<file path="src/rtl/pse_pkg.sv">
// ----------------------------------------------------------------------------
// pse_pkg
// shared types, constants and the microcode table of the postfix evaluator
// ----------------------------------------------------------------------------
package pse_pkg;

    localparam int DATA_W     = 32;
    localparam int DEPTH      = 64;
    localparam int ADDR_W     = (DEPTH > 1) ? $clog2(DEPTH) : 1;
    localparam int CNT_W      = $clog2(DEPTH + 1);
    localparam int MODE_W     = 2;
    localparam int OPC_W      = 8;
    localparam int STAT_W     = 3;
    localparam int PC_W       = 6;
    localparam int DIV_STEP_W = $clog2(DATA_W);

    localparam logic [MODE_W-1:0] MODE_PUSH = 2'd0;
    localparam logic [MODE_W-1:0] MODE_OPER = 2'd1;
    localparam logic [MODE_W-1:0] MODE_END  = 2'd2;

    localparam logic [OPC_W-1:0] OP_ADD = 8'd43;
    localparam logic [OPC_W-1:0] OP_SUB = 8'd45;
    localparam logic [OPC_W-1:0] OP_MUL = 8'd42;
    localparam logic [OPC_W-1:0] OP_DIV = 8'd47;
    localparam logic [OPC_W-1:0] OP_REM = 8'd37;

    typedef logic [PC_W-1:0] pc_t;

    typedef enum logic [STAT_W-1:0] {
        ST_OK        = 3'd0,
        ST_UNDERFLOW = 3'd1,
        ST_BADOP     = 3'd2,
        ST_OVERFLOW  = 3'd3,
        ST_DIVZERO   = 3'd4
    } status_t;

    typedef enum logic [3:0] {
        CND_ALWAYS,
        CND_NEVER,
        CND_NO_TOK,
        CND_MODE_PUSH,
        CND_MODE_OPER,
        CND_MODE_END,
        CND_FULL,
        CND_LT2,
        CND_EMPTY,
        CND_BAD_OP,
        CND_DIV_OP,
        CND_B_ZERO,
        CND_DIV_BUSY,
        CND_OUT_BUSY
    } cond_t;

    typedef enum logic [1:0] {
        SK_NONE,
        SK_PUSH,
        SK_REPL,
        SK_CLR
    } skop_t;

    typedef enum logic [1:0] {
        RS_NONE,
        RS_ALU,
        RS_DIV,
        RS_MEM
    } rsrc_t;

    typedef enum logic {
        RD_TOP1,
        RD_TOP2
    } rsel_t;

    typedef enum logic {
        VS_ZERO,
        VS_R
    } vsel_t;

    typedef struct packed {
        logic    tok_rdy;
        cond_t   cond;
        pc_t     target;
        logic    last;
        rsel_t   rsel;
        logic    ld_b;
        logic    ld_a;
        rsrc_t   rsrc;
        logic    div_start;
        skop_t   skop;
        logic    emit;
        vsel_t   vsel;
        status_t status;
        logic    fin;
    } ctrl_t;

    typedef struct packed {
        logic no_tok;
        logic mode_push;
        logic mode_oper;
        logic mode_end;
        logic full;
        logic lt2;
        logic empty;
        logic bad_op;
        logic div_op;
        logic b_zero;
        logic div_busy;
        logic out_busy;
    } flags_t;

    // program entry points
    localparam pc_t S_FETCH = pc_t'(0);
    localparam pc_t S_IGN   = pc_t'(4);
    localparam pc_t S_PUSH  = pc_t'(6);
    localparam pc_t S_PUSHW = pc_t'(7);
    localparam pc_t S_OPER  = pc_t'(9);
    localparam pc_t S_DIV   = pc_t'(15);
    localparam pc_t S_DIVW  = pc_t'(17);
    localparam pc_t S_STORE = pc_t'(19);
    localparam pc_t S_END   = pc_t'(21);
    localparam pc_t S_ENDW  = pc_t'(24);
    localparam pc_t S_OVF   = pc_t'(26);
    localparam pc_t S_UND   = pc_t'(28);
    localparam pc_t S_BAD   = pc_t'(30);
    localparam pc_t S_DZ    = pc_t'(32);

    function automatic ctrl_t ucode(input pc_t pc);
        ctrl_t w;
        w        = '0;
        w.cond   = CND_NEVER;
        w.target = S_FETCH;
        w.status = ST_OK;
        case (pc)
            // token fetch and dispatch
            pc_t'(0):  begin w.tok_rdy = 1'b1; w.cond = CND_NO_TOK; w.target = S_FETCH; end
            pc_t'(1):  begin w.cond = CND_MODE_PUSH; w.target = S_PUSH; end
            pc_t'(2):  begin w.cond = CND_MODE_OPER; w.target = S_OPER; end
            pc_t'(3):  begin w.cond = CND_MODE_END;  w.target = S_END;  end
            // ignored token
            pc_t'(4):  begin w.cond = CND_OUT_BUSY; w.target = S_IGN; end
            pc_t'(5):  begin w.emit = 1'b1; w.last = 1'b1; end
            // push
            pc_t'(6):  begin w.cond = CND_FULL; w.target = S_OVF; end
            pc_t'(7):  begin w.cond = CND_OUT_BUSY; w.target = S_PUSHW; end
            pc_t'(8):  begin w.skop = SK_PUSH; w.emit = 1'b1; w.last = 1'b1; end
            // operator
            pc_t'(9):  begin w.cond = CND_LT2; w.target = S_UND; end
            pc_t'(10): begin w.rsel = RD_TOP1; end
            pc_t'(11): begin w.ld_b = 1'b1; w.rsel = RD_TOP2; end
            pc_t'(12): begin w.ld_a = 1'b1; w.cond = CND_BAD_OP; w.target = S_BAD; end
            pc_t'(13): begin w.cond = CND_DIV_OP; w.target = S_DIV; end
            pc_t'(14): begin w.rsrc = RS_ALU; w.cond = CND_ALWAYS; w.target = S_STORE; end
            pc_t'(15): begin w.cond = CND_B_ZERO; w.target = S_DZ; end
            pc_t'(16): begin w.div_start = 1'b1; end
            pc_t'(17): begin w.cond = CND_DIV_BUSY; w.target = S_DIVW; end
            pc_t'(18): begin w.rsrc = RS_DIV; end
            pc_t'(19): begin w.cond = CND_OUT_BUSY; w.target = S_STORE; end
            pc_t'(20): begin
                w.skop = SK_REPL; w.emit = 1'b1; w.vsel = VS_R; w.last = 1'b1;
            end
            // end of expression
            pc_t'(21): begin w.cond = CND_EMPTY; w.target = S_UND; end
            pc_t'(22): begin w.rsel = RD_TOP1; end
            pc_t'(23): begin w.rsrc = RS_MEM; end
            pc_t'(24): begin w.cond = CND_OUT_BUSY; w.target = S_ENDW; end
            pc_t'(25): begin
                w.skop = SK_CLR; w.emit = 1'b1; w.vsel = VS_R; w.fin = 1'b1;
                w.last = 1'b1;
            end
            // error exits
            pc_t'(26): begin w.cond = CND_OUT_BUSY; w.target = S_OVF; end
            pc_t'(27): begin
                w.skop = SK_CLR; w.emit = 1'b1; w.status = ST_OVERFLOW; w.fin = 1'b1;
                w.last = 1'b1;
            end
            pc_t'(28): begin w.cond = CND_OUT_BUSY; w.target = S_UND; end
            pc_t'(29): begin
                w.skop = SK_CLR; w.emit = 1'b1; w.status = ST_UNDERFLOW; w.fin = 1'b1;
                w.last = 1'b1;
            end
            pc_t'(30): begin w.cond = CND_OUT_BUSY; w.target = S_BAD; end
            pc_t'(31): begin
                w.skop = SK_CLR; w.emit = 1'b1; w.status = ST_BADOP; w.fin = 1'b1;
                w.last = 1'b1;
            end
            pc_t'(32): begin w.cond = CND_OUT_BUSY; w.target = S_DZ; end
            pc_t'(33): begin
                w.skop = SK_CLR; w.emit = 1'b1; w.status = ST_DIVZERO; w.fin = 1'b1;
                w.last = 1'b1;
            end
            default: begin w.cond = CND_ALWAYS; w.target = S_FETCH; end
        endcase
        return w;
    endfunction

endpackage

</file>
<file path="src/rtl/pse_tok_if.sv">
// ----------------------------------------------------------------------------
// pse_tok_if
// token request channel: valid/ready with mode, operand and operator code
// ----------------------------------------------------------------------------
interface pse_tok_if import pse_pkg::*; ();

    logic                     valid;
    logic                     ready;
    logic [MODE_W-1:0]        mode;
    logic signed [DATA_W-1:0] operand_value;
    logic [OPC_W-1:0]         op_char;

    modport source (output valid, output mode, output operand_value, output op_char,
                    input ready);
    modport sink   (input valid, input mode, input operand_value, input op_char,
                    output ready);

endinterface

</file>
<file path="src/rtl/pse_res_if.sv">
// ----------------------------------------------------------------------------
// pse_res_if
// result request channel: valid/ready with value, status and final flag
// ----------------------------------------------------------------------------
interface pse_res_if import pse_pkg::*; ();

    logic                     valid;
    logic                     ready;
    logic signed [DATA_W-1:0] value;
    logic [STAT_W-1:0]        status;
    logic                     final_res;

    modport source (output valid, output value, output status, output final_res,
                    input ready);
    modport sink   (input valid, input value, input status, input final_res,
                    output ready);

endinterface

</file>
<file path="src/rtl/pse_ram.sv">
// ----------------------------------------------------------------------------
// pse_ram
// generic single-write, single-read ram with registered read data
// ----------------------------------------------------------------------------
module pse_ram #(
    parameter int WIDTH = 32,
    parameter int DEPTH = 64
) (
    input  logic                                     clk,
    input  logic                                     we,
    input  logic [((DEPTH > 1) ? $clog2(DEPTH) : 1)-1:0] waddr,
    input  logic [WIDTH-1:0]                         wdata,
    input  logic [((DEPTH > 1) ? $clog2(DEPTH) : 1)-1:0] raddr,
    output logic [WIDTH-1:0]                         rdata
);

    logic [WIDTH-1:0] mem [DEPTH];
    logic [WIDTH-1:0] rdata_reg;

    always_ff @(posedge clk)
    begin
        if (we)
        begin
            mem[waddr] <= wdata;
        end
        rdata_reg <= mem[raddr];
    end

    assign rdata = rdata_reg;

endmodule

</file>
<file path="src/rtl/pse_div.sv">
// ----------------------------------------------------------------------------
// pse_div
// iterative signed divider, one quotient bit per cycle, truncating quotient
// ----------------------------------------------------------------------------
module pse_div import pse_pkg::*; (
    input  logic              clk,
    input  logic              rst_n,
    input  logic              start,
    input  logic [DATA_W-1:0] dividend,
    input  logic [DATA_W-1:0] divisor,
    output logic              busy,
    output logic [DATA_W-1:0] quo,
    output logic [DATA_W-1:0] rem
);

    logic                  busy_reg, busy_next;
    logic [DIV_STEP_W-1:0] step_reg, step_next;
    logic [DATA_W-1:0]     quo_reg, quo_next;
    logic [DATA_W-1:0]     rem_reg, rem_next;
    logic [DATA_W-1:0]     den_reg, den_next;
    logic                  negq_reg, negq_next;
    logic                  negr_reg, negr_next;
    logic [DATA_W:0]       rem_sh;
    logic [DATA_W:0]       diff;

    assign rem_sh = {rem_reg, quo_reg[DATA_W-1]};
    assign diff   = rem_sh - {1'b0, den_reg};

    always_comb
    begin
        busy_next = busy_reg;
        step_next = step_reg;
        quo_next  = quo_reg;
        rem_next  = rem_reg;
        den_next  = den_reg;
        negq_next = negq_reg;
        negr_next = negr_reg;
        if (start)
        begin
            busy_next = 1'b1;
            step_next = '0;
            quo_next  = dividend[DATA_W-1] ? (~dividend + DATA_W'(1)) : dividend;
            den_next  = divisor[DATA_W-1] ? (~divisor + DATA_W'(1)) : divisor;
            rem_next  = '0;
            negq_next = dividend[DATA_W-1] ^ divisor[DATA_W-1];
            negr_next = dividend[DATA_W-1];
        end
        else if (busy_reg)
        begin
            // restoring step
            if (!diff[DATA_W])
            begin
                rem_next = diff[DATA_W-1:0];
                quo_next = {quo_reg[DATA_W-2:0], 1'b1};
            end
            else
            begin
                rem_next = rem_sh[DATA_W-1:0];
                quo_next = {quo_reg[DATA_W-2:0], 1'b0};
            end
            if (step_reg == DIV_STEP_W'(DATA_W - 1))
            begin
                busy_next = 1'b0;
            end
            else
            begin
                step_next = step_reg + DIV_STEP_W'(1);
            end
        end
    end

    always_ff @(posedge clk or negedge rst_n)
    begin
        if (!rst_n)
        begin
            busy_reg <= 1'b0;
            step_reg <= '0;
        end
        else
        begin
            busy_reg <= busy_next;
            step_reg <= step_next;
        end
    end

    always_ff @(posedge clk)
    begin
        quo_reg  <= quo_next;
        rem_reg  <= rem_next;
        den_reg  <= den_next;
        negq_reg <= negq_next;
        negr_reg <= negr_next;
    end

    assign busy = busy_reg;
    assign quo  = negq_reg ? (~quo_reg + DATA_W'(1)) : quo_reg;
    assign rem  = negr_reg ? (~rem_reg + DATA_W'(1)) : rem_reg;

endmodule

</file>
<file path="src/rtl/pse_seq.sv">
// ----------------------------------------------------------------------------
// pse_seq
// microcode sequencer: step counter, control table and conditional jumps
// ----------------------------------------------------------------------------
module pse_seq import pse_pkg::*; (
    input  logic   clk,
    input  logic   rst_n,
    input  flags_t flags,
    output ctrl_t  ctrl
);

    pc_t   pc_reg, pc_next;
    ctrl_t word;
    logic  taken;

    assign word = ucode(pc_reg);

    always_comb
    begin
        case (word.cond)
            CND_ALWAYS:    taken = 1'b1;
            CND_NEVER:     taken = 1'b0;
            CND_NO_TOK:    taken = flags.no_tok;
            CND_MODE_PUSH: taken = flags.mode_push;
            CND_MODE_OPER: taken = flags.mode_oper;
            CND_MODE_END:  taken = flags.mode_end;
            CND_FULL:      taken = flags.full;
            CND_LT2:       taken = flags.lt2;
            CND_EMPTY:     taken = flags.empty;
            CND_BAD_OP:    taken = flags.bad_op;
            CND_DIV_OP:    taken = flags.div_op;
            CND_B_ZERO:    taken = flags.b_zero;
            CND_DIV_BUSY:  taken = flags.div_busy;
            CND_OUT_BUSY:  taken = flags.out_busy;
            default:       taken = 1'b0;
        endcase
    end

    always_comb
    begin
        if (taken)
        begin
            pc_next = word.target;
        end
        else if (word.last)
        begin
            pc_next = S_FETCH;
        end
        else
        begin
            pc_next = pc_reg + pc_t'(1);
        end
    end

    always_ff @(posedge clk or negedge rst_n)
    begin
        if (!rst_n)
        begin
            pc_reg <= S_FETCH;
        end
        else
        begin
            pc_reg <= pc_next;
        end
    end

    assign ctrl = word;

endmodule

</file>
<file path="src/rtl/postfix_stack_evaluator.sv">
// ----------------------------------------------------------------------------
// postfix_stack_evaluator
// postfix expression evaluator on a 64-entry operand stack
// + - * use the alu, / and % the 32-step divider
// one request in flight; the next is fetched once a result is registered
// a finished result waits in the output register; the next result stalls before its emit while it waits
// reset: async active-low, empties the stack and returns the sequencer to fetch
// ----------------------------------------------------------------------------
module postfix_stack_evaluator import pse_pkg::*; (
    input  logic      clk,
    input  logic      rst_n,
    pse_tok_if.sink   tok,
    pse_res_if.source res
);

    ctrl_t  ctrl;
    flags_t flags;

    logic [CNT_W-1:0]  cnt_reg, cnt_next;
    logic              outv_reg, outv_next;
    logic [MODE_W-1:0] mode_reg, mode_next;
    logic [DATA_W-1:0] opv_reg, opv_next;
    logic [OPC_W-1:0]  opc_reg, opc_next;
    logic [DATA_W-1:0] a_reg, a_next;
    logic [DATA_W-1:0] b_reg, b_next;
    logic [DATA_W-1:0] r_reg, r_next;
    logic [DATA_W-1:0] value_reg, value_next;
    status_t           status_reg, status_next;
    logic              fin_reg, fin_next;

    logic [CNT_W-1:0]  cnt_m1, cnt_m2;
    logic              tok_acc;
    logic              ram_we;
    logic [ADDR_W-1:0] ram_waddr, ram_raddr;
    logic [DATA_W-1:0] ram_wdata, ram_rdata;
    logic [DATA_W-1:0] alu_res, quo, rem, div_res;
    logic              div_busy;

    pse_seq u_seq (
        .clk   (clk),
        .rst_n (rst_n),
        .flags (flags),
        .ctrl  (ctrl)
    );

    pse_ram #(
        .WIDTH (DATA_W),
        .DEPTH (DEPTH)
    ) u_stack (
        .clk   (clk),
        .we    (ram_we),
        .waddr (ram_waddr),
        .wdata (ram_wdata),
        .raddr (ram_raddr),
        .rdata (ram_rdata)
    );

    pse_div u_div (
        .clk      (clk),
        .rst_n    (rst_n),
        .start    (ctrl.div_start),
        .dividend (a_reg),
        .divisor  (b_reg),
        .busy     (div_busy),
        .quo      (quo),
        .rem      (rem)
    );

    assign tok.ready = ctrl.tok_rdy;
    assign tok_acc   = tok.valid && ctrl.tok_rdy;

    assign cnt_m1 = cnt_reg - CNT_W'(1);
    assign cnt_m2 = cnt_reg - CNT_W'(2);

    // condition flags for the sequencer
    assign flags.no_tok    = !tok.valid;
    assign flags.mode_push = (mode_reg == MODE_PUSH);
    assign flags.mode_oper = (mode_reg == MODE_OPER);
    assign flags.mode_end  = (mode_reg == MODE_END);
    assign flags.full      = (cnt_reg >= CNT_W'(DEPTH));
    assign flags.lt2       = (cnt_reg < CNT_W'(2));
    assign flags.empty     = (cnt_reg == '0);
    assign flags.bad_op    = !(opc_reg inside {OP_ADD, OP_SUB, OP_MUL, OP_DIV, OP_REM});
    assign flags.div_op    = opc_reg inside {OP_DIV, OP_REM};
    assign flags.b_zero    = (b_reg == '0);
    assign flags.div_busy  = div_busy;
    assign flags.out_busy  = outv_reg && !res.ready;

    always_comb
    begin
        case (opc_reg)
            OP_ADD:  alu_res = a_reg + b_reg;
            OP_SUB:  alu_res = a_reg - b_reg;
            OP_MUL:  alu_res = a_reg * b_reg;
            default: alu_res = '0;
        endcase
    end

    assign div_res = (opc_reg == OP_DIV) ? quo : rem;

    // stack memory ports
    assign ram_raddr = (ctrl.rsel == RD_TOP1) ? cnt_m1[ADDR_W-1:0] : cnt_m2[ADDR_W-1:0];
    assign ram_we    = (ctrl.skop == SK_PUSH) || (ctrl.skop == SK_REPL);
    assign ram_waddr = (ctrl.skop == SK_PUSH) ? cnt_reg[ADDR_W-1:0] : cnt_m2[ADDR_W-1:0];
    assign ram_wdata = (ctrl.skop == SK_PUSH) ? opv_reg : r_reg;

    always_comb
    begin
        case (ctrl.skop)
            SK_PUSH: cnt_next = cnt_reg + CNT_W'(1);
            SK_REPL: cnt_next = cnt_m1;
            SK_CLR:  cnt_next = '0;
            default: cnt_next = cnt_reg;
        endcase
    end

    always_comb
    begin
        mode_next = tok_acc ? tok.mode : mode_reg;
        opv_next  = tok_acc ? $unsigned(tok.operand_value) : opv_reg;
        opc_next  = tok_acc ? tok.op_char : opc_reg;
        b_next    = ctrl.ld_b ? ram_rdata : b_reg;
        a_next    = ctrl.ld_a ? ram_rdata : a_reg;
        case (ctrl.rsrc)
            RS_ALU:  r_next = alu_res;
            RS_DIV:  r_next = div_res;
            RS_MEM:  r_next = ram_rdata;
            default: r_next = r_reg;
        endcase
    end

    // output register
    always_comb
    begin
        value_next  = value_reg;
        status_next = status_reg;
        fin_next    = fin_reg;
        if (ctrl.emit)
        begin
            outv_next   = 1'b1;
            value_next  = (ctrl.vsel == VS_R) ? r_reg : '0;
            status_next = ctrl.status;
            fin_next    = ctrl.fin;
        end
        else if (res.ready)
        begin
            outv_next = 1'b0;
        end
        else
        begin
            outv_next = outv_reg;
        end
    end

    always_ff @(posedge clk or negedge rst_n)
    begin
        if (!rst_n)
        begin
            cnt_reg  <= '0;
            outv_reg <= 1'b0;
        end
        else
        begin
            cnt_reg  <= cnt_next;
            outv_reg <= outv_next;
        end
    end

    always_ff @(posedge clk)
    begin
        mode_reg   <= mode_next;
        opv_reg    <= opv_next;
        opc_reg    <= opc_next;
        a_reg      <= a_next;
        b_reg      <= b_next;
        r_reg      <= r_next;
        value_reg  <= value_next;
        status_reg <= status_next;
        fin_reg    <= fin_next;
    end

    assign res.valid     = outv_reg;
    assign res.value     = $signed(value_reg);
    assign res.status    = status_reg;
    assign res.final_res = fin_reg;

    // checks
    a_cnt_bound: assert property (@(posedge clk) disable iff (!rst_n)
        cnt_reg <= CNT_W'(DEPTH))
        else $error("stack count beyond depth");

    a_no_overwrite: assert property (@(posedge clk) disable iff (!rst_n)
        ctrl.emit |-> !(outv_reg && !res.ready))
        else $error("result emitted over a pending one");

    a_div_start: assert property (@(posedge clk) disable iff (!rst_n)
        ctrl.div_start |-> !div_busy)
        else $error("divider restarted while busy");

    a_final_clear: assert property (@(posedge clk) disable iff (!rst_n)
        (ctrl.emit && ctrl.fin) |=> (cnt_reg == '0))
        else $error("stack not emptied after closing result");

endmodule
</file>
<file path="src/flat_wrapper.sv">
// flat-port wrapper written by rule: the top's interface ports become plain ports
module postfix_stack_evaluator_flat import pse_pkg::*;
  (clk, rst_n, tok_valid, tok_mode, tok_operand_value, tok_op_char, tok_ready, res_valid, res_value, res_status, res_final_res, res_ready);
  pse_tok_if tok_i ();
  pse_res_if res_i ();
  input  logic clk;
  input  logic rst_n;
  input wire logic [$bits(tok_i.valid)-1:0] tok_valid;
  input wire logic [$bits(tok_i.mode)-1:0] tok_mode;
  input wire logic [$bits(tok_i.operand_value)-1:0] tok_operand_value;
  input wire logic [$bits(tok_i.op_char)-1:0] tok_op_char;
  output wire logic [$bits(tok_i.ready)-1:0] tok_ready;
  output wire logic [$bits(res_i.valid)-1:0] res_valid;
  output wire logic [$bits(res_i.value)-1:0] res_value;
  output wire logic [$bits(res_i.status)-1:0] res_status;
  output wire logic [$bits(res_i.final_res)-1:0] res_final_res;
  input wire logic [$bits(res_i.ready)-1:0] res_ready;
  assign tok_i.valid = tok_valid;
  assign tok_i.mode = tok_mode;
  assign tok_i.operand_value = tok_operand_value;
  assign tok_i.op_char = tok_op_char;
  assign tok_ready = tok_i.ready;
  assign res_valid = res_i.valid;
  assign res_value = res_i.value;
  assign res_status = res_i.status;
  assign res_final_res = res_i.final_res;
  assign res_i.ready = res_ready;
  postfix_stack_evaluator u_core (.clk(clk), .rst_n(rst_n), .tok(tok_i), .res(res_i));
endmodule
</file>
<file path="config.mk">
export PLATFORM = sky130hd
export DESIGN_NAME = postfix_stack_evaluator_flat
export DESIGN_NICKNAME = d
export VERILOG_FILES = /design/src/rtl/pse_pkg.sv /design/src/rtl/pse_tok_if.sv /design/src/rtl/pse_res_if.sv /design/src/rtl/pse_ram.sv /design/src/rtl/pse_div.sv /design/src/rtl/pse_seq.sv /design/src/rtl/postfix_stack_evaluator.sv /design/src/flat_wrapper.sv
export SDC_FILE = /design/constraint.sdc
export NUM_CORES = 2
export LEC_CHECK = 0
export BUFFER_PORTS_ARGS = -buffer_cell sky130_fd_sc_hd__buf_2
export CELL_PAD_IN_SITES_DETAIL_PLACEMENT = 1
export CELL_PAD_IN_SITES_GLOBAL_PLACEMENT = 2
export CORE_AREA = 2 2 507 509
export CTS_CLUSTER_DIAMETER = 50
export DETAILED_ROUTE_END_ITERATION = 7
export DIE_AREA = 0 0 509 511
export GPL_ROUTABILITY_DRIVEN = 0
export HOLD_SLACK_MARGIN = 0.08
export PLACE_DENSITY_LB_ADDON = 0.1
export SETUP_SLACK_MARGIN = 0.15
export SYNTH_ARGS = -nofsm -noshare
export SYNTH_HDL_FRONTEND = slang
export SYNTH_SLANG_ARGS = --single-unit
</file>
<file path="constraint.sdc">
create_clock -name clk -period 10.5 [get_ports clk]
set_input_delay 2.1 -clock clk [delete_from_list [all_inputs] [get_ports clk]]
set_output_delay 2.1 -clock clk [all_outputs]
set_load 0.05 [all_outputs]
</file>
==> impl_results.md <==
- PostCTS Resize Cnt: 0
- Routed Antenna Nets: 0
- Crit-path max FO: 22
- DR vias: 64300
- H-tree levels: 5
- TritonCTS clock tree: built
- Via/cell ratio: 5.85
- Largest register by flop count: u_core.u_stack.mem
- XOR/XNOR Fraction of Synth Area: 2.18%
- Area delta synth->final: 13.2%
- WS Path Type: flip-flop to flip-flop
- Hold bufs inserted after CTS: 0
- Clk_skew: 96.1 ps
- Share of layout cells above drive strength 1: 18.8%
- Root buf cell: clkbuf_16
- Primary FF master, synth: edfxtp_1
- Max cap viols: 0
- Initial antenna violation count: 26
- GRT Total Usage: 27.2%
- RSZ-0062 raised after global routing: false
- # Post-CTS Setup Buffers: 0
- Slew HR: 13.9%
- Core Rows: 186
- Synthesized net count: 7840
- Hold/Removal Path Class: flip-flop to flip-flop
- Die extent in y: 511 µm
- Yosys warnings: 0
- Final Cycle Share: 75.9%
- Met3 Usage GRT: 3.98%
- Worst-Margin Slew: 1290 ps
- CTS sink count: 2372
- Post-Synth Adder-Cell Area: 9.44%
- Cells after synthesis: 7179
- Final hold violation count: 0
- Setup crit start kind: flip-flop
- Number of flip-flops in the largest register: roughly 2000
- Met2 GRT Util: between 40% and 50%
- Met1 GRT Util: approximately a third
- 1st-pass router iterations: 6
- Yosys reg bits: 2372
- Per-cell routed wire length: about 32 µm
- DRT iter0 DRCs: 5185
- Final WL: around 350000 µm
- Post-synth EDFFs: 2288
- Worst endpoint required time: 11030 ps
- Starting density of the core: 44.7%
- Async SR Flop Fraction: 0.843%
- FMAX: 125 MHz
- Grt total ovfl: 0
- Setup TNS: 0 ps
- Synth Cell Area: 114000 µm²
- Vias in the first global route: 68900
- Die area: 260000 µm²
- Clk slew on worst S/H paths: 60 ps
- Post-synthesis mux area share: 12.5%
- DP HPWL: 225000 µm
- Endpoints failing setup: 0
- Sequential share of the synthesized area: 61.7%
- Synth Area in Compound Gates: around 4.9%
- Final nets: approximately 8000
- Syn Area/Cell: 15.9 µm²
- Combinational family with the most area after synthesis: multiplexers
- Residual DRC: 0
- Simple-Gate Fraction of Synth Area: 6.33%
- Buffer depth of the longest clock path: 4
- TritonCTS Buffers: approximately 300
- Crit path capture type: flip-flop
- Status: finished clean
- Final min period: approximately 8000 ps
- Synth cell types: 90
- IO Pins: 84
- Buffers on Ports: between 80 and 90
- CP arrival: 8500 ps
- Width of the die: 509 µm
- Top Usage Layer GRT: met2
- Core area: ~260000 µm²
- Largest net degree at the start of global routing: roughly 120
- Fin. max-slew vios: 0
- First-pass GRT wire length: 507000 µm
- Later-pin clock latency in the skew report: 890 ps
## area by class of cell
class / instances / area (µm²)
antenna: 11 / 27.5
clock buffer: 351 / 7810
clock inverter: 187 / 1870
fill: 23900 / 126000
inverter: 459 / 1720
multi-input combinational: 3941 / 40900
sequential: 2372 / 70500
tap: 3384 / 4230
timing repair buffer: 299 / 2160
## metrics by stage
stage                     instance area, µm²  instances  utilization, %  setup slack [ps]  hold WS, ps
after floorplan                       114000       7179               -              3380          424
after detailed placement              120000      10500            46.8              2520          487
final                                 129000      11000            50.6              2530          490
after global placement                120000      10500            46.8              2600          495
after CTS                             129000      11000            50.6              2540          503
after global routing                  129000      11000            50.6              2150          529
## layout by cell type, fill, tap and decap left out, drive strengths merged, types with 18 or more instances in the layout
cell type  synthesis  final
nand2b            44     44
clkbuf           303    351
edfxtp          2288   2288
o21a              25     25
a21o              29     29
buf              104    299
nor3              48     48
dfxtp             64     64
xor2             131    131
and2             339    339
clkinv             1    114
nand3             36     36
mux2i            156    156
a211oi           176    176
or3               42     42
nor2b            153    153
inv              458    490
a21oi            278    278
clkinvlp           0     18
bufinv             0     24
ha               205    205
o21ai            188    188
mux2              41     41
dfrtp             20     20
xnor2            153    153
o31ai             44     44
fa               410    410
nand2            433    433
nor2             235    235
mux4             545    545
## worst paths after layout
path | startpoint | to | slack (ps) | cells after the start
max | u_core.a_reg[5]$_DFFE_PP_ | u_core.r_reg[25]$_DFFE_PP_ | 2530 | 25
min | u_core.u_stack.rdata[31]$_DFF_P_ | u_core.b_reg[31]$_DFFE_PP_ | 490 | 0
max reg2reg | u_core.a_reg[5]$_DFFE_PP_ | u_core.r_reg[25]$_DFFE_PP_ | 2530 | 25
min reg2reg | u_core.u_stack.rdata[31]$_DFF_P_ | u_core.b_reg[31]$_DFFE_PP_ | 490 | 0
max in group asynchronous | rst_n | u_core.cnt_reg[6]$_DFFE_PN0P_ | 8760 | 1
min in group asynchronous | rst_n | u_core.u_div.busy$_DFF_PN0_ | 1310 | 1
## synthesized netlist by cell type, types with 29 or more instances
master / instances / area (µm²)
o31ai_1: 44 / 330
nand2_1: 433 / 1630
nand2b_1: 44 / 275
fa_1: 410 / 8210
nor2_1: 234 / 878
ha_1: 205 / 2560
nor2b_1: 153 / 957
a211oi_1: 176 / 1320
clkbuf_1: 302 / 1130
buf_1: 33 / 124
o21ai_0: 161 / 806
xor2_1: 131 / 1150
mux2i_1: 156 / 1560
mux2_2: 39 / 439
inv_1: 457 / 1720
mux4_2: 545 / 12300
xnor2_1: 153 / 1340
nor3_1: 46 / 230
edfxtp_1: 2288 / 68700
nand3_1: 36 / 180
dfxtp_1: 64 / 1280
or3_1: 42 / 263
buf_2: 69 / 345
a21oi_1: 278 / 1390
a21o_1: 29 / 218
and2_1: 339 / 2120
## metal layers
| layer | up-vias | wire length, µm |
|---|---|---|
| li1 | 27400 | - |
| met1 | 34400 | 139000 |
| met2 | 1856 | 175000 |
| met3 | 642 | 18800 |
| met4 | 6 | 19300 |
| met5 | - | 33 |
## cell families (layout without fill, tap and decap cells)
family	Yosys count	count (layout)
buf+inv	866	1296
flops	2372	2372
fa+ha+maj	615	615
other cells	0	11
simple gates	1421	1421
compound gates	879	879
xor+xnor	284	284
mux	742	742
## worst max-delay path: stages, from the launching register on
cell      delay (ps)
edfxtp_1        1200
buf_4            380
and2_1           170
fa_1             410
inv_1             80
fa_1             420
fa_1             490
inv_1             50
fa_1             530
ha_1             220
ha_1             270
inv_1             40
fa_1             470
inv_1             50
fa_1             440
ha_1             330
o21a_1           210
o21ai_0          160
a31oi_1           80
a21oi_1          240
nor2_1           160
a311oi_1         540
o21bai_1         140
xor2_1           200
a222oi_1         320
nand2_1           80
Power is left out: the tool's default activity adds up to more than one toggle a clock period on the data nets, which glitch-free logic cannot reach.
